File: src/rtl/rbw_pkg.sv
// ----------------------------------------------------------------------------
// rbw_pkg: shared types and constants for the relative bearing pipeline
// widths, angle constants, arctangent table and the per-stage data record
// ----------------------------------------------------------------------------
package rbw_pkg;

  localparam int COORD_W   = 16;
  localparam int DIFF_W    = 17;
  localparam int ABS_W     = 18;
  localparam int FRAC_W    = 16;
  localparam int XY_W      = 36;
  localparam int Z_W       = 26;
  localparam int ANGLE_W   = 16;
  localparam int REL_W     = 18;
  localparam int TABLE_LEN = 24;
  localparam int TAB_IDX_W = 5;
  localparam int ROUND_SH  = 8;

  localparam logic signed [Z_W-1:0]   HALF_TURN_FINE = Z_W'(5898240);
  localparam logic signed [Z_W-1:0]   ROUND_HALF     = Z_W'(128);
  localparam logic signed [Z_W-1:0]   HALF_TURN_Z    = Z_W'(23040);
  localparam logic signed [REL_W-1:0] HALF_TURN      = REL_W'(23040);
  localparam logic signed [REL_W-1:0] FULL_TURN      = REL_W'(46080);

  typedef struct packed {
    logic signed [XY_W-1:0]    x;
    logic signed [XY_W-1:0]    y;
    logic signed [Z_W-1:0]     z;
    logic signed [ANGLE_W-1:0] heading;
    logic                      zero;
  } cordic_t;

  // atan(2^-i) in degrees times 32768, rounded
  function automatic logic signed [Z_W-1:0] atan_fine(input logic [TAB_IDX_W-1:0] idx);
    logic signed [Z_W-1:0] v;
    case (idx)
      5'd0:    v = Z_W'(1474560);
      5'd1:    v = Z_W'(870484);
      5'd2:    v = Z_W'(459940);
      5'd3:    v = Z_W'(233473);
      5'd4:    v = Z_W'(117189);
      5'd5:    v = Z_W'(58653);
      5'd6:    v = Z_W'(29333);
      5'd7:    v = Z_W'(14667);
      5'd8:    v = Z_W'(7334);
      5'd9:    v = Z_W'(3667);
      5'd10:   v = Z_W'(1833);
      5'd11:   v = Z_W'(917);
      5'd12:   v = Z_W'(458);
      5'd13:   v = Z_W'(229);
      5'd14:   v = Z_W'(115);
      5'd15:   v = Z_W'(57);
      5'd16:   v = Z_W'(29);
      5'd17:   v = Z_W'(14);
      5'd18:   v = Z_W'(7);
      5'd19:   v = Z_W'(4);
      5'd20:   v = Z_W'(2);
      5'd21:   v = Z_W'(1);
      default: v = '0;
    endcase
    return v;
  endfunction

endpackage

File: src/rtl/rbw_prep.sv
// ----------------------------------------------------------------------------
// rbw_prep: position difference and quadrant fold
// forms target minus observer, folds the left half plane and seeds the angle
// ----------------------------------------------------------------------------
module rbw_prep (
  input  logic                                clk_i,
  input  logic                                rst_ni,
  input  logic                                valid_i,
  input  logic signed [rbw_pkg::COORD_W-1:0]  observer_x_i,
  input  logic signed [rbw_pkg::COORD_W-1:0]  observer_y_i,
  input  logic signed [rbw_pkg::ANGLE_W-1:0]  observer_heading_i,
  input  logic signed [rbw_pkg::COORD_W-1:0]  target_x_i,
  input  logic signed [rbw_pkg::COORD_W-1:0]  target_y_i,
  output logic                                valid_o,
  output rbw_pkg::cordic_t                    data_o
);

  logic signed [rbw_pkg::DIFF_W-1:0] dx, dy;
  logic signed [rbw_pkg::ABS_W-1:0]  ex, ey, fx, fy;
  rbw_pkg::cordic_t                  data_d, data_q;
  logic                              valid_q;

  always_comb begin
    dx = {target_x_i[rbw_pkg::COORD_W-1], target_x_i}
       - {observer_x_i[rbw_pkg::COORD_W-1], observer_x_i};
    dy = {target_y_i[rbw_pkg::COORD_W-1], target_y_i}
       - {observer_y_i[rbw_pkg::COORD_W-1], observer_y_i};
    ex = {dx[rbw_pkg::DIFF_W-1], dx};
    ey = {dy[rbw_pkg::DIFF_W-1], dy};
    data_d.heading = observer_heading_i;
    data_d.zero    = (dx == '0) && (dy == '0);
    // left half plane: negate and start from +-180 degrees
    if (dx[rbw_pkg::DIFF_W-1]) begin
      fx = -ex;
      fy = -ey;
      data_d.z = dy[rbw_pkg::DIFF_W-1] ? -rbw_pkg::HALF_TURN_FINE : rbw_pkg::HALF_TURN_FINE;
    end else begin
      fx = ex;
      fy = ey;
      data_d.z = '0;
    end
    data_d.x = {{(rbw_pkg::XY_W-rbw_pkg::ABS_W-rbw_pkg::FRAC_W){fx[rbw_pkg::ABS_W-1]}},
                fx, {rbw_pkg::FRAC_W{1'b0}}};
    data_d.y = {{(rbw_pkg::XY_W-rbw_pkg::ABS_W-rbw_pkg::FRAC_W){fy[rbw_pkg::ABS_W-1]}},
                fy, {rbw_pkg::FRAC_W{1'b0}}};
  end

  always_ff @(posedge clk_i or negedge rst_ni) begin
    if (!rst_ni) begin
      valid_q <= 1'b0;
    end else begin
      valid_q <= valid_i;
    end
  end

  always_ff @(posedge clk_i) begin
    data_q <= data_d;
  end

  assign valid_o = valid_q;
  assign data_o  = data_q;

endmodule

File: src/rtl/rbw_stage.sv
// ----------------------------------------------------------------------------
// rbw_stage: one vectoring cordic iteration
// rotates toward the x axis by atan(2^-STAGE_IDX) and registers the result
// ----------------------------------------------------------------------------
module rbw_stage #(
  parameter int STAGE_IDX = 0
) (
  input  logic             clk_i,
  input  logic             rst_ni,
  input  logic             valid_i,
  input  rbw_pkg::cordic_t data_i,
  output logic             valid_o,
  output rbw_pkg::cordic_t data_o
);

  logic signed [rbw_pkg::XY_W-1:0] xs, ys;
  logic signed [rbw_pkg::Z_W-1:0]  step;
  rbw_pkg::cordic_t                data_d, data_q;
  logic                            valid_q;

  always_comb begin
    xs   = data_i.x >>> STAGE_IDX;
    ys   = data_i.y >>> STAGE_IDX;
    step = rbw_pkg::atan_fine(rbw_pkg::TAB_IDX_W'(STAGE_IDX));
    data_d = data_i;
    if (!data_i.y[rbw_pkg::XY_W-1]) begin
      data_d.x = data_i.x + ys;
      data_d.y = data_i.y - xs;
      data_d.z = data_i.z + step;
    end else begin
      data_d.x = data_i.x - ys;
      data_d.y = data_i.y + xs;
      data_d.z = data_i.z - step;
    end
  end

  always_ff @(posedge clk_i or negedge rst_ni) begin
    if (!rst_ni) begin
      valid_q <= 1'b0;
    end else begin
      valid_q <= valid_i;
    end
  end

  always_ff @(posedge clk_i) begin
    data_q <= data_d;
  end

  assign valid_o = valid_q;
  assign data_o  = data_q;

endmodule

File: src/rtl/rbw_post.sv
// ----------------------------------------------------------------------------
// rbw_post: angle rounding, heading subtraction and wrap
// two register stages: round and saturate, then subtract heading and wrap
// ----------------------------------------------------------------------------
module rbw_post (
  input  logic                               clk_i,
  input  logic                               rst_ni,
  input  logic                               valid_i,
  input  rbw_pkg::cordic_t                   data_i,
  output logic                               valid_o,
  output logic signed [rbw_pkg::ANGLE_W-1:0] bearing_o
);

  logic signed [rbw_pkg::Z_W-1:0]     zr, zs;
  logic signed [rbw_pkg::ANGLE_W-1:0] angle_d, angle_q;
  logic signed [rbw_pkg::ANGLE_W-1:0] head_q;
  logic                               valid_a_q;
  logic signed [rbw_pkg::REL_W-1:0]   rel;
  logic signed [rbw_pkg::ANGLE_W-1:0] bearing_d, bearing_q;
  logic                               valid_b_q;

  always_comb begin
    zr = data_i.z + rbw_pkg::ROUND_HALF;
    zs = zr >>> rbw_pkg::ROUND_SH;
    if (data_i.zero) begin
      angle_d = '0;
    end else if (zs > rbw_pkg::HALF_TURN_Z) begin
      angle_d = rbw_pkg::ANGLE_W'(rbw_pkg::HALF_TURN_Z);
    end else if (zs < -rbw_pkg::HALF_TURN_Z) begin
      angle_d = rbw_pkg::ANGLE_W'(-rbw_pkg::HALF_TURN_Z);
    end else begin
      angle_d = zs[rbw_pkg::ANGLE_W-1:0];
    end
  end

  always_comb begin
    rel = {{(rbw_pkg::REL_W-rbw_pkg::ANGLE_W){angle_q[rbw_pkg::ANGLE_W-1]}}, angle_q}
        - {{(rbw_pkg::REL_W-rbw_pkg::ANGLE_W){head_q[rbw_pkg::ANGLE_W-1]}}, head_q};
    // single wrap, at most one of the two fires
    if (rel < -rbw_pkg::HALF_TURN) begin
      rel = rel + rbw_pkg::FULL_TURN;
    end
    if (rel > rbw_pkg::HALF_TURN) begin
      rel = rel - rbw_pkg::FULL_TURN;
    end
    bearing_d = rel[rbw_pkg::ANGLE_W-1:0];
  end

  always_ff @(posedge clk_i or negedge rst_ni) begin
    if (!rst_ni) begin
      valid_a_q <= 1'b0;
      valid_b_q <= 1'b0;
    end else begin
      valid_a_q <= valid_i;
      valid_b_q <= valid_a_q;
    end
  end

  always_ff @(posedge clk_i) begin
    angle_q   <= angle_d;
    head_q    <= data_i.heading;
    bearing_q <= bearing_d;
  end

  assign valid_o   = valid_b_q;
  assign bearing_o = bearing_q;

endmodule

File: src/rtl/relative_bearing_wrap.sv
// ----------------------------------------------------------------------------
// relative_bearing_wrap: bearing to a target relative to the observer heading
// an item taken on start passes the prep register, the cordic stage registers
//   and the post registers before its result shows on done
// throughput: one item per cycle, busy stays low; results cannot be stalled
// reset: clears all valid bits at once, no result is in flight afterwards
// ----------------------------------------------------------------------------
module relative_bearing_wrap #(
  parameter int ANGLE_STAGES = 16
) (
  input  logic                                clk_i,
  input  logic                                rst_ni,
  input  logic                                start,
  output logic                                busy,
  input  logic signed [rbw_pkg::COORD_W-1:0]  observer_x_i,
  input  logic signed [rbw_pkg::COORD_W-1:0]  observer_y_i,
  input  logic signed [rbw_pkg::ANGLE_W-1:0]  observer_heading_i,
  input  logic signed [rbw_pkg::COORD_W-1:0]  target_x_i,
  input  logic signed [rbw_pkg::COORD_W-1:0]  target_y_i,
  output logic                                done,
  output logic signed [rbw_pkg::ANGLE_W-1:0]  bearing_o
);

  localparam int NUM_STAGES = (ANGLE_STAGES > rbw_pkg::TABLE_LEN) ?
                              rbw_pkg::TABLE_LEN : ANGLE_STAGES;

  rbw_pkg::cordic_t        pipe [0:NUM_STAGES];
  logic [NUM_STAGES:0]     vld;

  // every stage advances each cycle
  assign busy = 1'b0;

  rbw_prep u_prep (
    .clk_i              (clk_i),
    .rst_ni             (rst_ni),
    .valid_i            (start),
    .observer_x_i       (observer_x_i),
    .observer_y_i       (observer_y_i),
    .observer_heading_i (observer_heading_i),
    .target_x_i         (target_x_i),
    .target_y_i         (target_y_i),
    .valid_o            (vld[0]),
    .data_o             (pipe[0])
  );

  for (genvar i = 0; i < NUM_STAGES; i++) begin : g_stage
    rbw_stage #(
      .STAGE_IDX (i)
    ) u_stage (
      .clk_i   (clk_i),
      .rst_ni  (rst_ni),
      .valid_i (vld[i]),
      .data_i  (pipe[i]),
      .valid_o (vld[i+1]),
      .data_o  (pipe[i+1])
    );
  end

  rbw_post u_post (
    .clk_i     (clk_i),
    .rst_ni    (rst_ni),
    .valid_i   (vld[NUM_STAGES]),
    .data_i    (pipe[NUM_STAGES]),
    .valid_o   (done),
    .bearing_o (bearing_o)
  );

endmodule

File: config.mk
export PLATFORM = sky130hd
export DESIGN_NAME = relative_bearing_wrap
export DESIGN_NICKNAME = d
export VERILOG_FILES = /design/src/rtl/rbw_pkg.sv /design/src/rtl/rbw_prep.sv /design/src/rtl/rbw_stage.sv /design/src/rtl/rbw_post.sv /design/src/rtl/relative_bearing_wrap.sv
export SDC_FILE = /design/constraint.sdc
export NUM_CORES = 2
export LEC_CHECK = 0
export BUFFER_PORTS_ARGS = -buffer_cell sky130_fd_sc_hd__clkbuf_2
export CORE_AREA = 4 4 497 499
export CTS_BUF_LIST = sky130_fd_sc_hd__clkbuf_2 sky130_fd_sc_hd__clkbuf_4 sky130_fd_sc_hd__clkbuf_8
export CTS_CLUSTER_SIZE = 20
export DETAILED_ROUTE_END_ITERATION = 8
export DIE_AREA = 0 0 501 503
export GPL_ROUTABILITY_DRIVEN = 0
export PLACE_DENSITY = 0.65
export SYNTH_ARGS = -nofsm -noshare
export SYNTH_HDL_FRONTEND = slang
export SYNTH_SLANG_ARGS = --single-unit
export TNS_END_PERCENT = 100
File: constraint.sdc
create_clock -name clk_i -period 6.8 [get_ports clk_i]
set_input_delay 1.02 -clock clk_i [delete_from_list [all_inputs] [get_ports clk_i]]
set_output_delay 1.02 -clock clk_i [all_outputs]
set_load 0.01 [all_outputs]
# Word level (Yosys, flattened, before mapping)
# Cells that the tools add are included.
[word_totals] latchBits=0 mem_count=0 romBits=0 reg_bits=1878 output_inout_bits=18 inputBits=83 word_cells=238 ram_bits=0
[classes] mux=23 shift=0 eq_ne=0 reduce_logical=5 n_lt_le_gt_ge=4 mul=0 div_mod_pow=0 bitwise=0 addsub=99
[ops] cell="98-bit 2-to-1 mux" n=15
[ops] cell="36-bit by 22-bit adder with 36-bit output" n=2
[ops] cell="36-bit by 23-bit adder with 36-bit output" n=2
[ops] cell="36-bit by 24-bit adder with 36-bit output" n=2
[ops] cell="36-bit by 25-bit adder with 36-bit output" n=2
[ops] cell="36-bit by 26-bit adder with 36-bit output" n=2
[ops] cell="36-bit by 27-bit adder with 36-bit output" n=2
[ops] cell="36-bit by 28-bit adder with 36-bit output" n=2
[ops] cell="36-bit by 29-bit adder with 36-bit output" n=2
[ops] cell="36-bit by 30-bit adder with 36-bit output" n=2
[ops] cell="36-bit by 31-bit adder with 36-bit output" n=2
[ops] cell="36-bit by 32-bit adder with 36-bit output" n=2
[ops] cell="36-bit by 33-bit adder with 36-bit output" n=2
[ops] cell="36-bit by 34-bit adder with 36-bit output" n=2
[ops] cell="36-bit by 35-bit adder with 36-bit output" n=2
[ops] cell="36-bit by 22-bit subtractor with 36-bit output" n=2
[ops] cell="36-bit by 23-bit subtractor with 36-bit output" n=2
[ops] cell="36-bit by 24-bit subtractor with 36-bit output" n=2
[ops] cell="36-bit by 25-bit subtractor with 36-bit output" n=2
[ops] cell="36-bit by 26-bit subtractor with 36-bit output" n=2
[ops] cell="36-bit by 27-bit subtractor with 36-bit output" n=2
[ops] cell="36-bit by 28-bit subtractor with 36-bit output" n=2
[ops] cell="36-bit by 29-bit subtractor with 36-bit output" n=2
[ops] cell="36-bit by 30-bit subtractor with 36-bit output" n=2
[ops] cell="other kinds (53)" n=70

# Depth between registers and ports, before layout
[depth] word_depth=5 depth_mapped=25 mapped_depth_nobuf=25

# By module
# From an unflattened synthesis, not the netlist that was laid out.
[hier_totals] hier_cells=17199 area_unflattened_um2=143969.3
[by_module_without_submodules] mod="rbw_stage (g_stage[0].u_stage)" area_each_um2=9037.4 cells_each=1118 instances=1 seq_area_each_um2=2307.2
[by_module_without_submodules] mod="rbw_stage (g_stage[1].u_stage)" area_each_um2=8847.2 cells_each=1079 instances=1 seq_area_each_um2=2327.2
[by_module_without_submodules] mod="rbw_stage (g_stage[5].u_stage)" area_each_um2=8814.7 cells_each=1087 instances=1 seq_area_each_um2=2327.2
[by_module_without_submodules] mod="rbw_stage (g_stage[2].u_stage)" area_each_um2=8709.6 cells_each=1038 instances=1 seq_area_each_um2=2327.2
[by_module_without_submodules] mod="rbw_stage (g_stage[13].u_stage)" area_each_um2=8640.8 cells_each=1051 instances=1 seq_area_each_um2=2327.2
[by_module_without_submodules] mod="rbw_stage (g_stage[15].u_stage)" area_each_um2=8609.5 cells_each=1061 instances=1 seq_area_each_um2=2327.2
[by_module_without_submodules] mod="rbw_stage (g_stage[11].u_stage)" area_each_um2=8592.0 cells_each=1021 instances=1 seq_area_each_um2=2327.2
[by_module_without_submodules] mod="rbw_stage (g_stage[6].u_stage)" area_each_um2=8554.5 cells_each=1016 instances=1 seq_area_each_um2=2327.2
[by_module_without_submodules] mod="rbw_stage (g_stage[3].u_stage)" area_each_um2=8486.9 cells_each=1000 instances=1 seq_area_each_um2=2327.2
[by_module_without_submodules] mod="rbw_stage (g_stage[7].u_stage)" area_each_um2=8478.1 cells_each=1009 instances=1 seq_area_each_um2=2327.2
[by_module_without_submodules] mod="rbw_stage (g_stage[4].u_stage)" area_each_um2=8425.6 cells_each=995 instances=1 seq_area_each_um2=2327.2
[by_module_without_submodules] mod="rbw_stage (g_stage[10].u_stage)" area_each_um2=8374.3 cells_each=986 instances=1 seq_area_each_um2=2327.2
[by_module_without_submodules] mod="rbw_stage (g_stage[9].u_stage)" area_each_um2=8330.5 cells_each=976 instances=1 seq_area_each_um2=2327.2
[by_module_without_submodules] mod="rbw_stage (g_stage[8].u_stage)" area_each_um2=8325.5 cells_each=978 instances=1 seq_area_each_um2=2327.2
[by_module_without_submodules] mod="+5 rows"

# Worst setup path before layout
# OpenSTA, ideal clock, no wires.
[synth_path] path_kind="register to register" from="reg g_stage[4].u_stage.data_q, in the netlist g_stage[4].u_stage.data_o[49]" to="reg g_stage[5].u_stage.data_q, in the netlist g_stage[5].u_stage.data_o[114]" path_slack_ps=2011 n_path_buf=0 required_time_ps=6679 setup_time_ps=121 period_less_slack_ps=4789 arrival_time_ps=4668 path_stages_with_launch=23 path_cell_list="dfxtp_1 > inv_1 > ha_1 > or3b_2 > nor3_1 > nand2_1 > nor4_1 > a21oi_1 > xnor2_1 > ha_1 > o21a_1 > o21ai_0 > nand2b_1 > a21o_1 > o21ai_0 > o21ai_2 > a211oi_1 > o21bai_1 > a21oi_1 > nor2_1 > o2111ai_1 > a31oi_1 > xnor2_1"
[synth_lines] item="from (decl)" line="rbw_stage.sv:18" rtl="rbw_pkg::cordic_t data_d, data_q;"
[synth_lines] item="from (signal assigned)" line="rbw_stage.sv:46" rtl="data_q <= data_d;"
[synth_lines] item="to (signal assigned)" line="rbw_stage.sv:46"
[synth_lines] item="to (decl)" line="rbw_stage.sv:18"

==> flow_summary.json <==
{
  "fin_tns_setup_ns": 0,
  "yosys.area.top_type": "dfxtp_1",
  "fin_crit_sh": 0.803,
  "drcViolationCount": 0,
  "grt_max_degree": 57,
  "ys_seq_area_frac": 0.314,
  "rsz0062_at_grt": "no",
  "die_w_um": 501,
  "cts_root_buffer": "clkbuf_8",
  "post-cts-setup-buffers": 0,
  "grt_pass1_wl_um": 397000,
  "insertion_delay_ns": 1.05,
  "critical_path_class": "reg2reg",
  "routedWlPerCell_um": 15.6,
  "dr.pass1.iters": 6,
  "htreeDepth": 5,
  "via_per_inst": 5.24,
  "setup_viol": 0,
  "clk_pin_slew_ns": 0.06,
  "ys_top_cells_by_area": "dfxtp_1 31%, ha_1 16%, xnor2_1 9.7%, a21oi_1 5.6%, xor2_1 4.8%",
  "hold_viol": 0,
  "path_max_fanout": 4,
  "dr_wl_met3_um": 8150,
  "slew_viol_final": 0,
  "cts_sinks": 1623,
  "crit_arrival_ns": 6.33,
  "ios": 101,
  "postRouteAntennaNets": 0,
  "grt-ovfl-total": 0,
  "outcome": "completed",
  "cts_buffers": 303,
  "avgSynthCellArea_um2": 8.68,
  "cts_hold_buf": 16,
  "area_growth_pct": 10.5,
  "m1WireLength_um": 100000,
  "postSynthCellCount": 11900,
  "start_kind": "flop",
  "dpl.hpwl_um": 196000,
  "ys_async_sr_fraction": 0.0117,
  "antenna_found_initial": 2,
  "cts_resized": 0,
  "worstHoldPathType": "in2reg",
  "fillers": 23300,
  "fp-row-count": 181,
  "dieArea_um2": 252000,
  "die_h_um": 503,
  "synth_edf_count": 0,
  "ys.flop_type": "dfxtp_1",
  "grt_pass1_vias": 79800,
  "clock.fmax_ghz": 0.183,
  "portBuffers": 99,
  "synth_area_um2": 104000,
  "ctsLongestPathBuffers": 4,
  "maxCapViolations": 0,
  "core_area_um2": 243000,
  "wl_met2_um": 121000,
  "wirelength_um": 244000,
  "drt_iter0_drc": 3834,
  "top_layer_used": "met4",
  "yosysWarnings": 0,
  "drive_above_1_share": 0.0642,
  "tritoncts": "yes",
  "crit_path_end_kind": "flop",
  "synth_top_area_share": 0.310,
  "tightest_slew_ns": 1.14,
  "num_vias": 82200,
  "multiInputGateArea_um2": 68400,
  "initial_core_util": 0.428,
  "gr-usage-all-layers": 0.189,
  "synth_seq_cells": 1623,
  "finalWorstPathRequiredPeriod_ns": 5.46,
  "ys_types": 101,
  "relSlewSlack": 0.236,
  "cp.required_ns": 7.67,
  "clock_skew_ns": 0.119,
  "regArea_um2": 32600,
  "final_nets": 13700
}
state kept, by name, summed over array words and instances (netlist names):
| name | cells |
|---|---|
| g_stage.u_stage.data_o | 1500 |
| u_prep.data_o | 56 |
| g_stage.u_stage.valid_o | 16 |
| u_post.angle_q | 16 |
| u_post.bearing_o | 16 |
| u_post.head_q | 16 |
| u_post.valid_a_q | 1 |
| u_post.valid_o | 1 |
| u_prep.valid_o | 1 |
critical path, stage by stage, from the launching register on:
cell	delay (ns)
dfxtp_1	0.33
nor4_1	0.43
nor4b_1	0.63
nor2_1	0.11
xnor2_1	0.27
ha_1	0.33
a21o_1	0.18
a21oi_1	0.22
nor3b_1	0.39
a21boi_0	0.20
nand3_1	0.21
o211ai_1	0.26
a2111o_1	0.50
a31oi_1	0.23
o21ai_0	0.16
o41ai_1	0.45
o21bai_1	0.11
a21oi_1	0.19
xnor2_1	0.12
synthesized netlist by cell type, types with 33 or more instances:
library cell  number
nor2_1          1250
xnor2_1         1145
nor3_1           333
nand2b_1         165
a211oi_1          69
or2_2             39
a31oi_1          135
nand3_1          199
and3_1           121
nor4_1            96
inv_1            598
a21boi_0          57
and2_1            85
xor2_1           564
nand4_1           47
fa_1              37
o21bai_1         150
clkbuf_1         105
dfxtp_1         1604
a21oi_1         1167
o41ai_1           45
o21a_1           169
ha_1            1308
nor3b_1           33
o21ai_0          519
o31ai_1           49
nor2b_1          185
or3_1             95
a21o_1           432
nand2_1          576
cell families (layout without fill, tap and decap cells):
family | Yosys count | after routing | share of synthesized area
and+or+nand+nor | 3324 | 3324 | 0.152
AOI/OAI and AO/OA | 3154 | 3154 | 0.192
xor gates and xnor gates | 1710 | 1710 | 0.144
DFF | 1623 | 1623 | 0.314
adders and majority gates | 1345 | 1345 | 0.165
buffers and inverters | 735 | 1267 | 0.0267
muxes | 56 | 56 | 0.00578
other | 1 | 5 | 0.0000361
stage by stage:
stage,instances,area (um^2),hold slack (ns),utilization,setup slack (ns)
2_1_floorplan,11900,104000,0.310,-,2.01
3_3_place_gp,15200,108000,0.311,0.446,1.48
3_5_place_dp,15200,108000,0.312,0.446,1.44
4_1_cts,15700,115000,0.00944,0.473,1.42
5_1_grt,15700,115000,0.0438,0.473,0.865
6_report,15700,115000,0.137,0.473,1.34
worst paths after layout:
check,from,end,slack (ns),depth (start not counted)
worst max-delay path,g_stage[9].u_stage.data_o[94],g_stage[10].u_stage.data_o[78],1.34,18
worst min-delay path,observer_heading_i[0],u_prep.data_o[1],0.14,1
worst max register to register,g_stage[9].u_stage.data_o[94],g_stage[10].u_stage.data_o[78],1.34,18
worst min register to register,g_stage[14].u_stage.data_o[0],g_stage[15].u_stage.data_o[0],0.32,0
max in group asynchronous,rst_ni,g_stage[14].u_stage.valid_o,5.89,2
min in group asynchronous,rst_ni,g_stage[15].u_stage.valid_o,0.56,2
layout make-up:
class	count	area share
diodes	3	0.0000655
clock buffers	446	0.0494
repair buffers	158	0.00864
clock inverters	63	0.00644
inverters	600	0.0196
multi-input cells	9591	0.597
flip-flops and latches	1623	0.284
well taps	3202	0.0349
layout by cell type, fill, tap and decap left out, drive strengths merged, types with 26 or more instances in the layout:
cell	synthesis	routed
inv	598	600
o21bai	150	150
nor2	1250	1250
fa	37	37
or2	39	39
o211ai	31	31
nand4	47	47
a21boi	58	58
ha	1308	1308
o41ai	48	48
and2	85	85
nand2	576	576
clkinv	2	42
a21o	432	432
nor3b	33	33
a21oi	1169	1169
nor3	334	334
nand2b	165	165
xor2	564	564
nor4	96	96
a211o	31	31
clkbuf	106	545
nand3	200	200
or3	95	95
or4	26	26
nor2b	185	185
a211oi	73	73
and3	121	121
xnor2	1146	1146
mux2	31	31
buf	29	43
dfxtp	1604	1604
o21a	169	169
o21ai	535	535
o31ai	50	50
a31oi	135	135
metal layers:
metal | up-vias | track usage
met1 | 37100 | 0.206
met3 | 668 | 0.0268
li1 | 42900 | -
met5 | - | 0
met4 | 0 | 0.108
met2 | 1510 | 0.350
Power is not shown: default switching activity piles up to over one toggle a cycle in this logic, so the estimate is an artifact.
